<file path="config.mk">
export PLATFORM = sky130hd
export DESIGN_NAME = hsct_mul
export DESIGN_NICKNAME = d
export VERILOG_FILES = /design/src/design/hsct_mul.sv
export SDC_FILE = /design/constraint.sdc
export NUM_CORES = 2
export LEC_CHECK = 0
export BUFFER_PORTS_ARGS = -buffer_cell sky130_fd_sc_hd__buf_2
export CAP_MARGIN = 20
export CORE_ASPECT_RATIO = 0.5
export CORE_MARGIN = 2
export CORE_UTILIZATION = 55
export CTS_CLUSTER_SIZE = 10
export DETAILED_ROUTE_END_ITERATION = 12
export MAX_ROUTING_LAYER = met4
export PLACE_DENSITY_LB_ADDON = 0.3
export SLEW_MARGIN = 20
export SYNTH_ARGS = -nofsm -noshare
export SYNTH_HDL_FRONTEND = slang
export SYNTH_SLANG_ARGS = --single-unit
</file>
<file path="constraint.sdc">
create_clock -name clk -period 7.6 [get_ports clk]
set_input_delay 1.52 -clock clk [delete_from_list [all_inputs] [get_ports clk]]
set_output_delay 1.52 -clock clk [all_outputs]
set_load 0.03 [all_outputs]
</file>
<file path="src/design/hsct_mul.sv">
`timescale 1ns / 1ps
// ----------------------------------------------------------------------------
// hsct_mul
// Multi-lane unsigned multiplier, one 17-bit slice of B per pipeline stage.
// ----------------------------------------------------------------------------
module hsct_mul #(
	parameter int WA = 34,
	parameter int WB = 34,
	parameter int N  = 1,
	parameter int WT = 1
) (
	input  logic                clk,
	input  logic                arst_n,
	input  logic                en,
	input  logic                vin,
	input  logic [WA-1:0]       a [N],
	input  logic [WB-1:0]       b [N],
	input  logic [WT-1:0]       tag_in,
	output logic                vout,
	output logic [WA+WB-1:0]    p [N],
	output logic [WT-1:0]       tag_out
);
	localparam int CH  = 17;
	localparam int NST = (WB + CH - 1) / CH;
	localparam int WBP = NST * CH;
	localparam int WP  = WA + WB;

	logic [WA-1:0]    a_s   [NST][N];
	logic [WBP-1:0]   b_s   [NST][N];
	logic [WP-1:0]    acc_s [NST][N];
	logic [WT-1:0]    tag_s [NST];
	logic             v_s   [NST];

	logic [WA-1:0]    a_in   [NST][N];
	logic [WBP-1:0]   b_in   [NST][N];
	logic [WP-1:0]    acc_in [NST][N];
	logic [WA+CH-1:0] prod   [NST][N];
	logic [WP-1:0]    sum_n  [NST][N];
	logic [WT-1:0]    t_in   [NST];
	logic             v_in   [NST];

	always_comb begin
		for (int i = 0; i < NST; i++) begin
			for (int j = 0; j < N; j++) begin
				if (i == 0) begin
					a_in[i][j]   = a[j];
					b_in[i][j]   = WBP'(b[j]);
					acc_in[i][j] = '0;
				end else begin
					a_in[i][j]   = a_s[i-1][j];
					b_in[i][j]   = b_s[i-1][j];
					acc_in[i][j] = acc_s[i-1][j];
				end
				prod[i][j]  = a_in[i][j] * b_in[i][j][i*CH +: CH];
				sum_n[i][j] = acc_in[i][j] + (WP'(prod[i][j]) << (i * CH));
			end
			if (i == 0) begin
				t_in[i] = tag_in;
				v_in[i] = vin;
			end else begin
				t_in[i] = tag_s[i-1];
				v_in[i] = v_s[i-1];
			end
		end
	end

	always_ff @(posedge clk or negedge arst_n) begin
		if (!arst_n) begin
			for (int i = 0; i < NST; i++) v_s[i] <= 1'b0;
		end else if (en) begin
			for (int i = 0; i < NST; i++) v_s[i] <= v_in[i];
		end
	end

	always_ff @(posedge clk) begin
		if (en) begin
			for (int i = 0; i < NST; i++) begin
				for (int j = 0; j < N; j++) begin
					a_s[i][j]   <= a_in[i][j];
					b_s[i][j]   <= b_in[i][j];
					acc_s[i][j] <= sum_n[i][j];
				end
				tag_s[i] <= t_in[i];
			end
		end
	end

	always_comb begin
		for (int j = 0; j < N; j++) p[j] = acc_s[NST-1][j];
	end
	assign vout    = v_s[NST-1];
	assign tag_out = tag_s[NST-1];

endmodule

</file>
# After elaboration in Yosys (flattened, before gate mapping)
# Memory sizes are Yosys's and may differ from the RTL's.
# Index checks and enable logic that the tools add are counted.
# op_classes
multipliers,2
mux,2
add_sub_neg,1
# ops
operator,count
34-bit by 17-bit multiplier with 51-bit output,2
68-bit adder,1
1-bit two-way mux,2
# totals
out_inout_bits,70
wordCells,11
in_bits,73
reg_bits,2
mem_bits_rw,274
mem_count,4
# mem_list
name,words,word_bits,rd,rd_ports_with_merged_regs,write_ports,line_no,rtl
acc_s,2,68,2,0,2,30,logic [WP-1:0] acc_s [NST][N];
a_s,2,34,1,0,2,28,logic [WA-1:0] a_s [NST][N];
b_s,2,34,1,0,2,29,logic [WBP-1:0] b_s [NST][N];
tag_s,2,1,2,0,2,31,logic [WT-1:0] tag_s [NST];

# Logic depth before layout (Yosys ltp)
# An unclocked memory read counts as a cell.
# depth
word_depth,3
depth_mapped,38
mapped_depth_nobuf,36

# Worst setup path after synthesis
# Ideal clock, no wire load.
# synth_timing
path_kind,in2reg
start,in b[5] (netlist name)
end,mem acc_s[0][47] (netlist name) (data pin)
arrival_time_ns,7.858
n_path_buf,3
path_stages,25
setup_time_ns,0.135
setup_slack_ns,-0.393
t_required_ns,7.465
path_cell_list,clkbuf_1 > clkbuf_1 > nand2_1 > fa_1 > inv_1 > fa_1 > inv_1 > fa_1 > fa_1 > fa_1 > inv_1 > fa_1 > ha_1 > clkbuf_1 > a21o_1 > a21o_1 > a21oi_1 > o21ai_1 > a211oi_1 > a211oi_1 > a211o_1 > a31o_2 > a311o_1 > or4_1 > nand3_1
# synth_lines
element,line_no,rtl
"start, declared",17,"input logic [WB-1:0] b [N],"
"end, declared",30,

==> metrics.yaml <==
clkTransAtPathRegs_ns: 0.09
wl_met2_microns: 58200
synth_cell_types: 74
whs_ns: 0.421
vias_per_cell: 5.38
die_w_microns: 402
post_route_cells_drive_above_1_share_pct: 21.1
worstSetupStartpointType: "flop"
fp.coreArea_sq_um: 77800
top_layer: "met4"
cp.required_ns: 7.85
grt_pass1_vias: 37600
ys_top_cells_by_area: "fa_1 (44%), edfxtp_1 (12%), inv_1 (9.5%)"
grt-ovfl-total: 0
slew_viol_final: 0
synth_common_cells: "inv_1 (1,106), fa_1 (959), nand2_1 (879), and2_1 (365), ha_1 (289)"
rsz0062_at_grt: "true"
worstSetupPathType: "flop to flop"
period_minus_slack_ns: 7.95
tritoncts: "yes"
violations: "negative setup slack"
synth_top_area_share_pct: 44.1
r2r_end: "acc_s[0][134]$_DFFE_PP_"
holdCritStartpoint: "acc_s[0][7]$_DFFE_PP_"
nFillCells: 5999
worst_slack_ns: -0.353
critPathMaxFanout: 4
dieArea_sq_um: 81600
grtUsageTotal_pct: 32.5
slew-limit-headroom_pct: 36.8
reg2reg_depth: 32
place.gp.congestion: 0.975
die_h_microns: 203
status: "finished, violations left"
grt_max_degree: 146
crit_arrival_ns: 8.21
dp_hpwl_microns: 103000
wire_per_inst_microns: 19.2
initial_utilization_pct: 56.0
htreeDepth: 4
synth_edf_count: 172
synth_most_common_cell: "inv_1"
critPathMaxStageDelay_ns: 0.53
cts.path.max_buffers: 2
hp-class: "flop to flop"
synth_nets: 6061
dr_total_vias: 34900
cts-root-buf: "clkbuf_16"
syn_inst: 4740
tightest_slew_ns: 0.948
area_growth_pct: 21.6
antenna_found_initial: 11
dr.pass1.iters: 6
min_delay_worst_endpoint: "acc_s[0][75]$_DFFE_PP_"
synth_seq_area_share_pct: 12.0
wl_microns: 125000
finalClockSkew_ns: 0.0211
drc: 0
clkSinkCount: 174
avgSynthCellArea_sq_um: 9.19
async_flop_share_pct: 1.15
clk_latency_ns: 0.49
io_pins: 143
yosys_warnings: 0
met3_length_microns: 11900
cp_common_cell: "fa_1"
r2r_slack_ns: -0.35
setup_viol: 22
end_kind: "flop"
fmax_mhz: 126
hold_viol: 0
syn_area_sq_um: 43600
yosys_register_bits: 174
drv_cap: 0
post-route-period-util_pct: 105
crit_slowest_cell: "fa_1"
dr.first_iter.drc_count: 2727
wl_met1_microns: 51100
cts_buffers: 17
nNetsFinal: 6745
io_buffers: 142
yosys.area.top_type: "fa_1"
antenna_left: 0
hold-path-cell-count: 0
synth-main-ff-cell: "edfxtp_1"
rr_startpoint: "a_s[0][10]$_DFFE_PP_"
row_count: 72
grt_pass1_wl_microns: 199000
==> worst max-delay path, delay by kind of cell, from the launching register on <==
family | cells | cell delay [ns]
XOR/XNOR | 2 | 0.23
AND/OR/NAND/NOR | 10 | 1.66
flip-flops | 1 | 0.48
buffers and inverters | 8 | 0.88
adder cells (fa/ha/maj) | 8 | 3.59
AO/OA/AOI/OAI | 4 | 0.87
==> layout by cell type, fill, tap and decap left out, types with 75 or more instances in the layout <==
cell      netlist  routed
nand2_1       879     864
and2_1        365     356
ha_1          289     257
buf_2           2     122
buf_4           0     638
a21oi_1       121      87
inv_1        1106    1082
nor2_1         86      75
fa_1          959     941
edfxtp_1      172     172
==> metal layers <==
metal	up-vias	global-route usage (%)
met3	245	7.11
met5	-	-
li1	15500	-
met1	17600	43.1
met2	1511	51.0
met4	0	8.50
==> worst max-delay path by stage <==
stage / slack [ns] / from / end
floorplan: -0.02 / b[5] / acc_s[0][47]$_DFFE_PP_
global placement: -0.55 / b[5] / acc_s[0][47]$_DFFE_PP_
detailed placement: -0.57 / a_s[0][11]$_DFFE_PP_ / acc_s[0][131]$_DFFE_PP_
CTS: -0.20 / a_s[0][5]$_DFFE_PP_ / acc_s[0][135]$_DFFE_PP_
global route: -0.62 / a_s[0][10]$_DFFE_PP_ / acc_s[0][134]$_DFFE_PP_
finish: -0.35 / a_s[0][10]$_DFFE_PP_ / acc_s[0][134]$_DFFE_PP_
==> per-stage QoR <==
| step | worst slack [ns] | instance area [sq um] | instances | util [%] | TNS, ns |
|---|---|---|---|---|---|
| final | -0.353 | 53000 | 6480 | 68.0 | -3.42 |
| after global routing | -0.625 | 53000 | 6480 | 68.0 | -9.69 |
| after detailed placement | -0.574 | 50100 | 6339 | 64.3 | -13.43 |
| after floorplan | -0.0231 | 43900 | 4740 | - | -0.0231 |
| after CTS | -0.198 | 51500 | 6417 | 66.2 | -2.08 |
| after global placement | -0.546 | 50100 | 6339 | 64.3 | -10.98 |
==> layout make-up <==
class	count	area (sq um)	area share, %
diodes	7	17.5	0.0331
multi-input cells	3254	34700	65.4
clock buffers	18	429	0.810
flip-flops and latches	174	5220	9.85
repair buffers	871	7020	13.3
well taps	1036	1300	2.45
clock inverters	14	171	0.324
inverters	1106	4150	7.84
==> repair_timing <==
| action | in CTS | in global routing |
|---|---|---|
| endpoints found under the setup margin | 28 | 42 |
| gates resized for setup | 110 | 253 |
| hold buffers | 0 | 0 |
| cloned | 1 | 0 |
| setup buffers | 47 | 59 |
| pin swaps | 81 | 134 |
| endpoints found under the hold margin | 0 | 0 |
==> flip-flops by register name (all words and copies together) (netlist names) <==
signal  flops
v_in        1
a_s        34
b_s        17
tag_s       2
vout        1
acc_s     119
==> logic make-up after synthesis <==
| group | share of synthesized area (%) |
|---|---|
| simple gates | 15.7 |
| buf+inv | 11.3 |
| fa+ha+maj | 52.4 |
| compound gates | 6.06 |
| flops | 12.0 |
| xor+xnor | 2.55 |
| mux | 0.0517 |
Power is left out: the tool's default activity adds up to more than one toggle a clock period on the data nets, which glitch-free logic cannot reach.
